==> src/rtl/core/povls_pkg.sv <==
// Shared constants, codes and types of the rotating LED line sequencer.
package povls_pkg;

  localparam int unsigned LED_COUNT   = 48;
  localparam int unsigned LINES_MAX   = 64;
  localparam int unsigned FRAMES_MAX  = 16;
  localparam int unsigned STORE_DEPTH = LINES_MAX * FRAMES_MAX;
  localparam int unsigned ADDR_W      = $clog2(STORE_DEPTH);

  localparam int unsigned PAT_W    = 48;
  localparam int unsigned CNT_W    = 32;
  localparam int unsigned LCOUNT_W = 7;
  localparam int unsigned FCOUNT_W = 5;
  localparam int unsigned FIDX_W   = 4;
  localparam int unsigned LLOAD_W  = 6;
  localparam int unsigned OP_W     = 2;
  localparam int unsigned CFG_IDX_W = 2;

  localparam int unsigned TONE_LEVELS = 8;
  localparam int unsigned TONE_W      = $clog2(TONE_LEVELS);
  localparam int unsigned STEP_W      = $clog2(CNT_W + 1);

  localparam logic [OP_W-1:0] OP_TICK  = 2'd0;
  localparam logic [OP_W-1:0] OP_LOAD  = 2'd1;
  localparam logic [OP_W-1:0] OP_START = 2'd2;

  localparam logic [CFG_IDX_W-1:0] REG_LINE_COUNT     = 2'd0;
  localparam logic [CFG_IDX_W-1:0] REG_FRAME_COUNT    = 2'd1;
  localparam logic [CFG_IDX_W-1:0] REG_FRAME_INTERVAL = 2'd2;
  localparam logic [CFG_IDX_W-1:0] REG_MIN_ROTATION   = 2'd3;

  localparam logic [CNT_W-1:0]    SAT_VALUE           = '1;
  localparam logic [CNT_W-1:0]    LINE_TIME_RESET     = 32'd100000;
  localparam logic [CNT_W-1:0]    FRAME_INTERVAL_RESET = 32'd1000000;
  localparam logic [CNT_W-1:0]    MIN_ROTATION_RESET  = 32'd100000;
  localparam logic [LCOUNT_W-1:0] LINE_COUNT_RESET    = 7'd1;
  localparam logic [FCOUNT_W-1:0] FRAME_COUNT_RESET   = 5'd1;

  typedef enum logic [2:0] {
    ST_IDLE,
    ST_EDGE_DIV,
    ST_LINE,
    ST_TONE_DIV,
    ST_EMIT
  } state_e;

  typedef struct packed {
    logic                start;
    logic [STEP_W-1:0]   steps;
    logic [CNT_W-1:0]    dividend;
    logic [LCOUNT_W-1:0] rem_init;
    logic [LCOUNT_W-1:0] divisor;
  } div_req_t;

endpackage

==> src/rtl/core/povls_div.sv <==
// Bit-serial restoring divider: one quotient bit per cycle, narrow remainder.
module povls_div (
  input  logic                                clk_i,
  input  logic                                rst_ni,
  input  povls_pkg::div_req_t                 req_i,
  output logic                                busy_o,
  output logic [povls_pkg::CNT_W-1:0]         quot_o
);

  logic [povls_pkg::STEP_W-1:0]   cnt_q;
  logic [povls_pkg::LCOUNT_W-1:0] rem_q;
  logic [povls_pkg::LCOUNT_W-1:0] rem_d;
  logic [povls_pkg::LCOUNT_W-1:0] dvs_q;
  logic [povls_pkg::CNT_W-1:0]    dvd_q;
  logic [povls_pkg::CNT_W-1:0]    quot_q;
  logic [povls_pkg::LCOUNT_W:0]   trial;
  logic                           fits;

  assign busy_o = (cnt_q != '0);

  always_comb begin
    trial = {rem_q, dvd_q[povls_pkg::CNT_W-1]};
    fits  = (trial >= {1'b0, dvs_q});
    if (fits) begin
      rem_d = povls_pkg::LCOUNT_W'(trial - {1'b0, dvs_q});
    end else begin
      rem_d = povls_pkg::LCOUNT_W'(trial);
    end
  end

  always_ff @(posedge clk_i or negedge rst_ni) begin
    if (!rst_ni) begin
      cnt_q <= '0;
    end else if (req_i.start) begin
      cnt_q <= req_i.steps;
    end else if (busy_o) begin
      cnt_q <= cnt_q - 1'b1;
    end
  end

  always_ff @(posedge clk_i) begin
    if (req_i.start) begin
      rem_q  <= req_i.rem_init;
      dvd_q  <= req_i.dividend;
      dvs_q  <= req_i.divisor;
      quot_q <= '0;
    end else if (busy_o) begin
      rem_q  <= rem_d;
      dvd_q  <= {dvd_q[povls_pkg::CNT_W-2:0], 1'b0};
      quot_q <= {quot_q[povls_pkg::CNT_W-2:0], fits};
    end
  end

  assign quot_o = quot_q;

endmodule

==> config.mk <==
export PLATFORM = sky130hd
export DESIGN_NAME = povls_div
export DESIGN_NICKNAME = d
export VERILOG_FILES = /design/src/rtl/core/povls_pkg.sv /design/src/rtl/core/povls_div.sv
export SDC_FILE = /design/constraint.sdc
export NUM_CORES = 1
export LEC_CHECK = 0
export BUFFER_PORTS_ARGS = -buffer_cell sky130_fd_sc_hd__buf_2
export CAP_MARGIN = 20
export CORE_AREA = 2 2 92 130
export DETAILED_ROUTE_END_ITERATION = 8
export DIE_AREA = 0 0 94 132
export PLACE_DENSITY = 0.66
export SLEW_MARGIN = 20
export SYNTH_ARGS = -nofsm -noshare
export SYNTH_HDL_FRONTEND = slang
export SYNTH_SLANG_ARGS = --single-unit
==> constraint.sdc <==
create_clock -name clk_i -period 5.8 [get_ports clk_i]
set_input_delay 0 -clock clk_i [delete_from_list [all_inputs] [get_ports clk_i]]
set_output_delay 0 -clock clk_i [all_outputs]
set_load 0.01 [all_outputs]
==> Word-level counts from Yosys, hierarchy flattened <==
Cells that the tools add are included.
{ "word_totals": {"out_inout_bits": 33, "word_cells": 17, "inputBits": 55, "register_bits": 84} }
{ "op_classes": {"add_sub_neg": 2, "mux": 7, "reduce_logical": 2, "order_cmp": 1} }
{ "ops": {"columns": ["operator", "n"], "rows": [
  ["two-way mux 32 bit", 2],
  ["two-way mux 7 bit", 3],
  ["two-way mux 6 bit", 2],
  ["greater-or-equal comparator 8 x 7 -> 1 bit", 1],
  ["subtractor 7 bit", 1],
  ["nonzero test 6 bit", 1],
  ["subtractor 6 x 1 -> 6 bit (second input constant)", 1],
  ["nonzero test 2 bit", 1]
]} }

==> Longest topological paths before layout <==
Gate-level depths: netlist of run 1.
{ "logic_depth": {"depth_word": 4, "mapped_depth": 9, "mapped_depth_nobuf": 7} }

==> Worst setup path after synthesis of run 1 <==
OpenSTA, ideal clock, no wires.
{ "synth_timing": {"path_kind": "reg2reg", "startpoint": "register cnt_q[0] (netlist bit)", "endpoint": "register dvd_q[0] (netlist bit) (enable)", "synth_period_minus_slack_ps": 2371, "setup_slack_ps": 3429, "stages_incl_launch_ff": 6, "arrival_ps": 1840, "required_ps": 5269, "path_buffers": 0, "setup_time_ps": 531, "cell_sequence": "dfrtp_1 > inv_1 > ha_1 > nand2b_1 > nor4_4 > nand2b_1"} }
{ "synth_via": {"elab_chain_cells": 2} }
{ "synth_lines": {"columns": ["element", "line", "text"], "rows": [
  ["start, declared", "povls_div.sv:10", "logic [povls_pkg::STEP_W-1:0] cnt_q;"],
  ["start signal, assigned", "povls_div.sv:35", "cnt_q <= req_i.steps;"],
  ["start signal, assigned", "povls_div.sv:37", "cnt_q <= cnt_q - 1'b1;"],
  ["nonzero test 6 bit", "povls_div.sv:19", "assign busy_o = (cnt_q != '0);"],
  ["nonzero test 2 bit (no line)", null, null],
  ["end signal, assigned", "povls_div.sv:44", "dvd_q <= req_i.dividend;"],
  ["end signal, assigned", "povls_div.sv:49", "dvd_q <= {dvd_q[povls_pkg::CNT_W-2:0], 1'b0};"],
  ["end, declared", "povls_div.sv:14", "logic [povls_pkg::CNT_W-1:0] dvd_q;"]
]} }
Every way passes these cells.
A chain may end at the register's enable or synchronous reset.

==> Worst setup path in the final report of run 1 <==
{ "layout_timing": {"startpoint": "register cnt_q[0] (netlist bit)", "endpoint": "register dvd_q[30] (netlist bit) (enable)"} }
Same word-level chain as after synthesis.

==> metrics.txt, run 1 <==
# TYPE chip_impl_metric gauge
chip_impl_metric{name="final_net_count",unit=""} 540
chip_impl_metric{name="drt-wirelength-per-cell",unit="µm"} 14.0
chip_impl_metric{name="drt_pre_antenna_iters",unit=""} 4
chip_impl_info{name="hold_path.class",value="input port to asynchronous set/reset pin"} 1
chip_impl_metric{name="synthDistinctLibCells",unit=""} 47
chip_impl_metric{name="grt_pass1_wl",unit="µm"} 13900
chip_impl_metric{name="grt_start_max_net_pins",unit=""} 55
chip_impl_metric{name="syn-cell-area",unit="µm²"} 3880
chip_impl_metric{name="tritoncts_num_sinks",unit=""} 84
chip_impl_metric{name="netlist.area_leader.share",unit="%"} 35.6
chip_impl_info{name="worstPathCellList",value="inv_1 > ha_1 > nand2b_1 > nor4_4 > buf_4 > nand2b_2"} 1
chip_impl_metric{name="route.antenna.remaining_nets",unit=""} 0
chip_impl_info{name="dr.max_layer_used",value="met4"} 1
chip_impl_metric{name="slew-limit-headroom",unit="%"} 38.2
chip_impl_metric{name="routed_via_density",unit=""} 4.81
chip_impl_metric{name="synth_edf_count",unit=""} 46
chip_impl_metric{name="met2RoutedLength",unit="µm"} 4260
chip_impl_metric{name="post_route_drc_violation_count",unit=""} 0
chip_impl_metric{name="final_critical_path_setup_slack",unit="ns"} 3.36
chip_impl_metric{name="cp_max_fo",unit=""} 39
chip_impl_metric{name="finalCriticalPeriod",unit="ns"} 2.44
chip_impl_info{name="critical_path.slowest_cell",value="sky130_fd_sc_hd__nand2b_2"} 1
chip_impl_metric{name="n_antenna_cell",unit=""} 0
chip_impl_metric{name="synth_seq_area_share",unit="%"} 56.0
chip_impl_metric{name="share_comb_of_total_power",unit="%"} 24.5
chip_impl_metric{name="clkLatencyLatePin",unit="ns"} 0.33
chip_impl_info{name="layout_common_cells",value="sky130_fd_sc_hd__buf_2 (86), sky130_fd_sc_hd__nand2_1 (69), sky130_fd_sc_hd__dlygate4sd3_1 (49)"} 1
chip_impl_metric{name="final_count_of_pins_violating_max_slew",unit=""} 0
chip_impl_metric{name="number_of_rows_in_the_core_area",unit=""} 46
chip_impl_metric{name="clockBufferDepth",unit=""} 2
chip_impl_metric{name="numCtsBuffers",unit=""} 9
chip_impl_metric{name="peakVddDrop",unit="µV"} 192
chip_impl_info{name="critical_path_class",value="register to register"} 1
chip_impl_metric{name="timing.max_cap.violations",unit=""} 0
chip_impl_metric{name="initial_core_util",unit="%"} 34.5
chip_impl_metric{name="leakage",unit="nW"} 2.13
chip_impl_info{name="final_common_cell",value="sky130_fd_sc_hd__buf_2"} 1
chip_impl_metric{name="power.share.sequential",unit="%"} 41.3
chip_impl_metric{name="fmax",unit="GHz"} 0.409
chip_impl_metric{name="overflow",unit=""} 0
chip_impl_metric{name="setup_viol",unit=""} 0
chip_impl_metric{name="via_count",unit=""} 3009
chip_impl_metric{name="post_place_setup_slack",unit="ns"} 3.31
chip_impl_metric{name="fin_setup_tns",unit="ns"} 0
chip_impl_info{name="synth.largest_area_cell",value="sky130_fd_sc_hd__edfxtp_1"} 1
chip_impl_metric{name="grt_antenna_before_repair",unit=""} 0
chip_impl_metric{name="cts_max_level",unit=""} 3
chip_impl_metric{name="synth.ff_latch_count",unit=""} 84
chip_impl_info{name="predominant_post_synthesis_flop_cell",value="sky130_fd_sc_hd__edfxtp_1"} 1
chip_impl_info{name="worstSetupEndpointType",value="register"} 1
chip_impl_metric{name="fin_skew",unit="ns"} 0.00492
chip_impl_metric{name="fp.coreArea",unit="µm²"} 11200
chip_impl_info{name="cts_tree",value="yes"} 1
chip_impl_metric{name="met1_length",unit="µm"} 3790
chip_impl_metric{name="synth_warnings",unit=""} 0
chip_impl_metric{name="critPathMaxStageDelay",unit="ns"} 0.59
chip_impl_metric{name="numPortBuffers",unit=""} 87
chip_impl_metric{name="finalHoldViolCount",unit=""} 0
chip_impl_metric{name="totalWireLength",unit="µm"} 8770
chip_impl_metric{name="internal-power",unit="mW"} 1.30
chip_impl_info{name="clockRootBuffer",value="sky130_fd_sc_hd__clkbuf_16"} 1
chip_impl_metric{name="floorplan.die.width",unit="µm"} 94
chip_impl_metric{name="postSynth.asyncResetShare",unit="%"} 7.14
chip_impl_metric{name="finalHoldWorstSlack",unit="ns"} 0.0146
chip_impl_metric{name="finalWeightedCongestion",unit=""} 0.817
chip_impl_metric{name="p_sw_share",unit="%"} 28.8
chip_impl_info{name="startpoint_type",value="register"} 1
chip_impl_metric{name="required_arrival_time_at_the_worst_endpoint",unit="ns"} 5.68
chip_impl_metric{name="dp.final_hpwl",unit="µm"} 5560
chip_impl_metric{name="post-route-period-util",unit="%"} 42.2
chip_impl_metric{name="synthesized_instance_count",unit=""} 347
chip_impl_info{name="setup_repair_after_global_routing_missed_its_margin",value="no"} 1
chip_impl_metric{name="cts.clk_slew.worst_paths",unit="ns"} 0.07
chip_impl_metric{name="die_height",unit="µm"} 132
chip_impl_metric{name="detailed_routed_wire_length_on_met3",unit="µm"} 455
chip_impl_metric{name="flow.area_growth_from_synthesis",unit="%"} 34.9
chip_impl_metric{name="clock_power_share",unit="%"} 34.1
chip_impl_metric{name="pwr_density_cell",unit="nW/µm²"} 349
chip_impl_metric{name="drtIter0Drc",unit=""} 126
chip_impl_metric{name="design.portCount",unit=""} 88
chip_impl_metric{name="number_of_global_route_vias_before_repair",unit=""} 2959
chip_impl_metric{name="floorplan.die_area",unit="µm²"} 12400
chip_impl_metric{name="drive_above_1_share",unit="%"} 31.2
chip_impl_metric{name="worst-endpoint-arrival",unit="ns"} 2.32
chip_impl_metric{name="grt.total_usage",unit="%"} 14.3
chip_impl_metric{name="post_synth.cell_area_avg",unit="µm²"} 11.2
chip_impl_metric{name="syn_nets",unit=""} 411
chip_impl_info{name="synthTopCellsByArea",value="sky130_fd_sc_hd__edfxtp_1 (36%), sky130_fd_sc_hd__dfxtp_1 (17%), sky130_fd_sc_hd__mux2_2 (9.6%)"} 1
chip_impl_metric{name="worst_slew_pin_slew",unit="ns"} 0.927
chip_impl_info{name="outcome",value="complete, no violations"} 1
chip_impl_metric{name="cts_repair_resize_count",unit=""} 0
chip_impl_metric{name="power_switching",unit="mW"} 0.525
==> sequential cells by signal, indices dropped and copies added (netlist names) <==
name and flops:
quot_o 32, rem_q 7, dvd_q 32, dvs_q 7, cnt_q 6
==> synth_stat cells, types with 2 or more instances <==
cell type,n
sky130_fd_sc_hd__edfxtp_1,46
sky130_fd_sc_hd__a41oi_1,2
sky130_fd_sc_hd__nor3b_1,2
sky130_fd_sc_hd__o21ai_0,7
sky130_fd_sc_hd__buf_2,5
sky130_fd_sc_hd__clkbuf_1,12
sky130_fd_sc_hd__a221oi_2,2
sky130_fd_sc_hd__nand2b_1,8
sky130_fd_sc_hd__dfrtp_1,6
sky130_fd_sc_hd__nand2_1,69
sky130_fd_sc_hd__o311ai_4,2
sky130_fd_sc_hd__nand3_1,2
sky130_fd_sc_hd__nor2b_1,7
sky130_fd_sc_hd__nand4_1,4
sky130_fd_sc_hd__inv_1,16
sky130_fd_sc_hd__a2111oi_0,2
sky130_fd_sc_hd__buf_6,2
sky130_fd_sc_hd__mux2i_1,2
sky130_fd_sc_hd__a21o_1,3
sky130_fd_sc_hd__mux2_2,33
sky130_fd_sc_hd__nor3_1,2
sky130_fd_sc_hd__a21oi_1,35
sky130_fd_sc_hd__and2_1,4
sky130_fd_sc_hd__a311oi_1,3
sky130_fd_sc_hd__dfxtp_1,32
sky130_fd_sc_hd__nor2_1,11
sky130_fd_sc_hd__ha_1,8
==> path summary, 6_finish.rpt <==
kind | from | endpoint | slack, ns | cells past startpoint
max in group asynchronous | rst_ni | cnt_q[4] | 5.64 | 2
min reg2reg | quot_o[31] | quot_o[31] | 0.46 | 2
max | cnt_q[0] | dvd_q[30] | 3.36 | 6
min in group clk_i | req_i[8] | rem_q[1] | 0.07 | 3
min | rst_ni | cnt_q[5] | 0.01 | 2
max reg2reg | cnt_q[0] | dvd_q[30] | 3.36 | 6
==> critical path, delay by kind of cell, from the launching register on <==
family | cells | cell delay (ns)
and+or+nand+nor | 3 | 0.91
buffers and inverters | 2 | 0.50
DFF | 1 | 0.38
adders and majority gates | 1 | 0.17
==> per-layer routing <==
layer  global-route usage (%)  vias up
met4                     7.00        0
met5                        0        -
met2                     23.5       94
met1                     17.3     1419
li1                         -     1476
met3                     3.72       20
==> power by group through the flow <==
stage	Combinational [mW]	Sequential, mW	Clock, mW
5_1_grt	0.495	0.761	0.657
4_1_cts	0.446	0.755	0.637
3_5_place_dp	0.416	0.767	0
6_report	0.447	0.754	0.622
2_1_floorplan	0.335	0.753	0
3_3_place_gp	0.406	0.764	0
==> logic make-up (layout without fill, tap and decap cells) <==
| kind of cell | after synthesis | count (layout) | share of synthesized area (%) |
|---|---|---|---|
| compound gates | 65 | 65 | 12.4 |
| simple gates | 115 | 115 | 13.8 |
| fa+ha+maj | 9 | 9 | 3.10 |
| flops | 84 | 84 | 56.0 |
| mux | 35 | 35 | 10.1 |
| xor+xnor | 2 | 2 | 0.452 |
| buf+inv | 37 | 171 | 4.13 |
==> through the flow <==
step                      util [%]  cells  power, mW  area, µm²
after floorplan                  -    347       1.09       3880
after global placement        39.3    560       1.17       4420
after detailed placement      39.3    560       1.18       4420
after CTS                     46.6    625       1.84       5230
after global routing          46.6    625       1.91       5230
final                         46.6    625       1.82       5230
==> timing repair <==
action / in CTS / in global routing
hold buffers: 49 / 0
setup endpoints to repair: 0 / 0
hold endpoints to repair: 54 / 0
buffers inserted: 0 / 0
==> area by class of cell <==
type / count / area (µm²)
clock buffer: 9 / 225
clock inverter: 7 / 98.8
fill: 1036 / 5990
inverter: 17 / 63.8
multi-input combinational: 226 / 1550
sequential: 84 / 2170
tap: 144 / 180
timing repair buffer: 138 / 943
Power figures use the tool's default switching activity.
==> run 2, diff against run 1 <==
- clock period: 5.8 -> 2.5 ns (I/O delays scaled with it)
==> run 2 against run 1 <==
Effect of this change: via count increased by 0.20%; first-iteration DRC count decreased by 46%; clock power increased by 110%; worst setup slack got worse by 3.2 ns; combinational power increased by 140%; sequential share of layout area decreased by 0.15 points; clock skew about the same; register-to-register slack got worse by 3.2 ns; total power increased by 130%; routed wire length decreased by 1.9%; sequential power increased by 130%; die area unchanged; highest routed layer unchanged.
==> metrics.txt, run 2 (synthesis results as in run 1) <==
# TYPE chip_impl_metric gauge
chip_impl_info{name="outcome",value="complete, no violations"} 1
chip_impl_metric{name="routed_via_density",unit=""} 4.79
chip_impl_info{name="cts_tree",value="yes"} 1
chip_impl_metric{name="design.portCount",unit=""} 88
chip_impl_metric{name="numPortBuffers",unit=""} 87
chip_impl_metric{name="dp.final_hpwl",unit="µm"} 5560
chip_impl_metric{name="cp_max_fo",unit=""} 6
chip_impl_metric{name="grt_pass1_wl",unit="µm"} 14200
chip_impl_metric{name="power.share.sequential",unit="%"} 42.1
chip_impl_metric{name="share_comb_of_total_power",unit="%"} 25.8
chip_impl_metric{name="p_sw_share",unit="%"} 29.3
chip_impl_metric{name="cts.clk_slew.worst_paths",unit="ns"} 0.06
chip_impl_metric{name="cts_setup_buffers",unit=""} 0
chip_impl_metric{name="finalWeightedCongestion",unit=""} 0.810
chip_impl_metric{name="leakage",unit="nW"} 2.14
chip_impl_metric{name="power_switching",unit="mW"} 1.22
chip_impl_metric{name="drtIter0Drc",unit=""} 68
chip_impl_metric{name="area_of_the_multi_input_gates",unit="µm²"} 1550
chip_impl_metric{name="number_of_rows_in_the_core_area",unit=""} 46
chip_impl_metric{name="fmax",unit="GHz"} 0.419
chip_impl_metric{name="finalHoldWorstSlack",unit="ns"} 0.0138
chip_impl_metric{name="setup.reg_to_reg.worst_slack",unit="ns"} 0.11
chip_impl_metric{name="worst-endpoint-arrival",unit="ns"} 2.44
chip_impl_metric{name="required_arrival_time_at_the_worst_endpoint",unit="ns"} 2.55
chip_impl_metric{name="floorplan.die.width",unit="µm"} 94
chip_impl_metric{name="post-route-period-util",unit="%"} 95.5
chip_impl_metric{name="final_instance_count_without_filler_cells",unit=""} 629
chip_impl_info{name="setup_repair_after_global_routing_missed_its_margin",value="no"} 1
chip_impl_metric{name="initial_core_util",unit="%"} 34.5
chip_impl_metric{name="peakVddDrop",unit="µV"} 402
chip_impl_metric{name="slew-limit-headroom",unit="%"} 50.8
chip_impl_metric{name="final_count_of_pins_violating_max_slew",unit=""} 0
chip_impl_metric{name="critPathMaxStageDelay",unit="ns"} 0.41
chip_impl_info{name="final_common_cell",value="sky130_fd_sc_hd__buf_2"} 1
chip_impl_metric{name="place.detailed.instances",unit=""} 564
chip_impl_metric{name="drive_above_1_share",unit="%"} 32.0
chip_impl_metric{name="drt-wirelength-per-cell",unit="µm"} 13.7
chip_impl_metric{name="final_net_count",unit=""} 544
chip_impl_metric{name="flow.area_growth_from_synthesis",unit="%"} 35.4
chip_impl_metric{name="die_height",unit="µm"} 132
chip_impl_metric{name="finalHoldViolCount",unit=""} 0
chip_impl_metric{name="drt_pre_antenna_iters",unit=""} 4
chip_impl_metric{name="grt.total_usage",unit="%"} 14.4
chip_impl_metric{name="pwr_density_cell",unit="nW/µm²"} 791
chip_impl_metric{name="fin_setup_tns",unit="ns"} 0
chip_impl_metric{name="grt_start_max_net_pins",unit=""} 63
chip_impl_info{name="startpoint_type",value="register"} 1
chip_impl_metric{name="timing.max_cap.violations",unit=""} 0
chip_impl_info{name="critical_path.slowest_cell",value="sky130_fd_sc_hd__fa_1"} 1
chip_impl_metric{name="internal-power",unit="mW"} 2.93
chip_impl_metric{name="final-seq-area",unit="µm²"} 2170
chip_impl_info{name="critical-path-top-delay-family",value="compound AO/OA/AOI/OAI gates"} 1
chip_impl_metric{name="fin_skew",unit="ns"} 0.00519
chip_impl_info{name="worstSetupEndpointType",value="register"} 1
chip_impl_metric{name="n_fill_cell",unit=""} 1066
chip_impl_metric{name="finalCriticalPeriod",unit="ns"} 2.39
chip_impl_metric{name="totalWireLength",unit="µm"} 8610
chip_impl_info{name="clockRootBuffer",value="sky130_fd_sc_hd__clkbuf_16"} 1
chip_impl_metric{name="route.antenna.remaining_nets",unit=""} 0
chip_impl_metric{name="n_antenna_cell",unit=""} 0
chip_impl_metric{name="tritoncts_num_sinks",unit=""} 84
chip_impl_info{name="hold_path.class",value="input port to register"} 1
chip_impl_metric{name="floorplan.die_area",unit="µm²"} 12400
chip_impl_metric{name="fp.coreArea",unit="µm²"} 11200
chip_impl_info{name="critical_path_class",value="register to register"} 1
chip_impl_info{name="worstPathCellList",value="ha_1 > fa_1 > nand2b_1 > a211o_1 > buf_4 > a311oi_1 > a221oi_2"} 1
chip_impl_metric{name="grt_antenna_before_repair",unit=""} 0
chip_impl_metric{name="post_route_drc_violation_count",unit=""} 0
chip_impl_metric{name="setup_viol",unit=""} 0
chip_impl_metric{name="worst_slew_pin_slew",unit="ns"} 0.738
chip_impl_metric{name="critPathBufInv",unit=""} 1
chip_impl_metric{name="numCtsBuffers",unit=""} 9
chip_impl_metric{name="clockBufferDepth",unit=""} 2
chip_impl_metric{name="via_count",unit=""} 3015
chip_impl_metric{name="clock_power_share",unit="%"} 32.2
chip_impl_metric{name="number_of_global_route_vias_before_repair",unit=""} 3015
chip_impl_metric{name="cts_max_level",unit=""} 3
chip_impl_metric{name="clkLatencyLatePin",unit="ns"} 0.33
chip_impl_metric{name="overflow",unit=""} 0
chip_impl_info{name="layout_common_cells",value="sky130_fd_sc_hd__buf_2 (86), sky130_fd_sc_hd__nand2_1 (69), sky130_fd_sc_hd__dlygate4sd3_1 (49)"} 1
## run 2: changes by cell type in the layout (fill, tap and decap cells not counted), sizes merged
cell      change
clkinv        -1
bufinv        -1
inv           +1
clkinvlp      +1
buf           +4
## run 2: what timing repair did
| action | 4_1_cts | 5_1_grt |
|---|---|---|
| resized for setup | 0 | 1 |
| setup endpoints to repair | 0 | 4 |
| hold buffers | 49 | 0 |
| hold endpoints to repair | 52 | 0 |
## run 2: metrics by stage
stage	power, mW	cell area (µm²)	utilization (%)	setup slack [ns]
floorplan	2.52	3880	-	0.129
global placement	2.74	4460	39.7	0.221
detailed placement	2.77	4460	39.7	0.120
CTS	4.19	5250	46.8	0.0799
global route	4.38	5250	46.8	0.0150
finish	4.15	5250	46.8	0.111
## run 2: power by group through the flow
stage	clock network (mW)	registers (mW)	logic [mW]
2_1_floorplan	0	1.75	0.777
3_3_place_gp	0	1.77	0.972
3_5_place_dp	0	1.78	0.997
4_1_cts	1.38	1.75	1.06
5_1_grt	1.43	1.77	1.18
6_report	1.33	1.75	1.07
## run 2: layout make-up
cell class / instances / area share [%]
flip-flops and latches: 84 / 41.4
multi-input cells: 226 / 29.5
clock inverters: 7 / 1.41
repair buffers: 142 / 18.8
inverters: 17 / 1.22
clock buffers: 9 / 4.29
well taps: 144 / 3.43
## run 2: layer usage
layer | up-vias | global-route usage, % | wire, µm
li1 | 1489 | - | -
met5 | - | 0 | 0
met1 | 1422 | 17.1 | 3620
met4 | 0 | 6.36 | 188
met3 | 12 | 4.69 | 511
met2 | 92 | 23.6 | 4290
## run 2: path summary, 6_finish.rpt
check                                from   endpoint  depth (start not counted)
worst max register to register   dvs_q[0]   rem_q[1]                          7
worst min register to register  quot_o[9]  quot_o[9]                          2
max in group asynchronous          rst_ni   cnt_q[3]                          4
min in group asynchronous          rst_ni   cnt_q[0]                          3
worst min-delay path            req_i[11]   rem_q[4]                          3
worst max-delay path             dvs_q[0]   rem_q[1]                          7
## run 2: tightest hold or removal path, stage by stage
cell and delay (ns):
sky130_fd_sc_hd__buf_2 0.08, sky130_fd_sc_hd__nand2_1 0.09, sky130_fd_sc_hd__o311ai_4 0.07
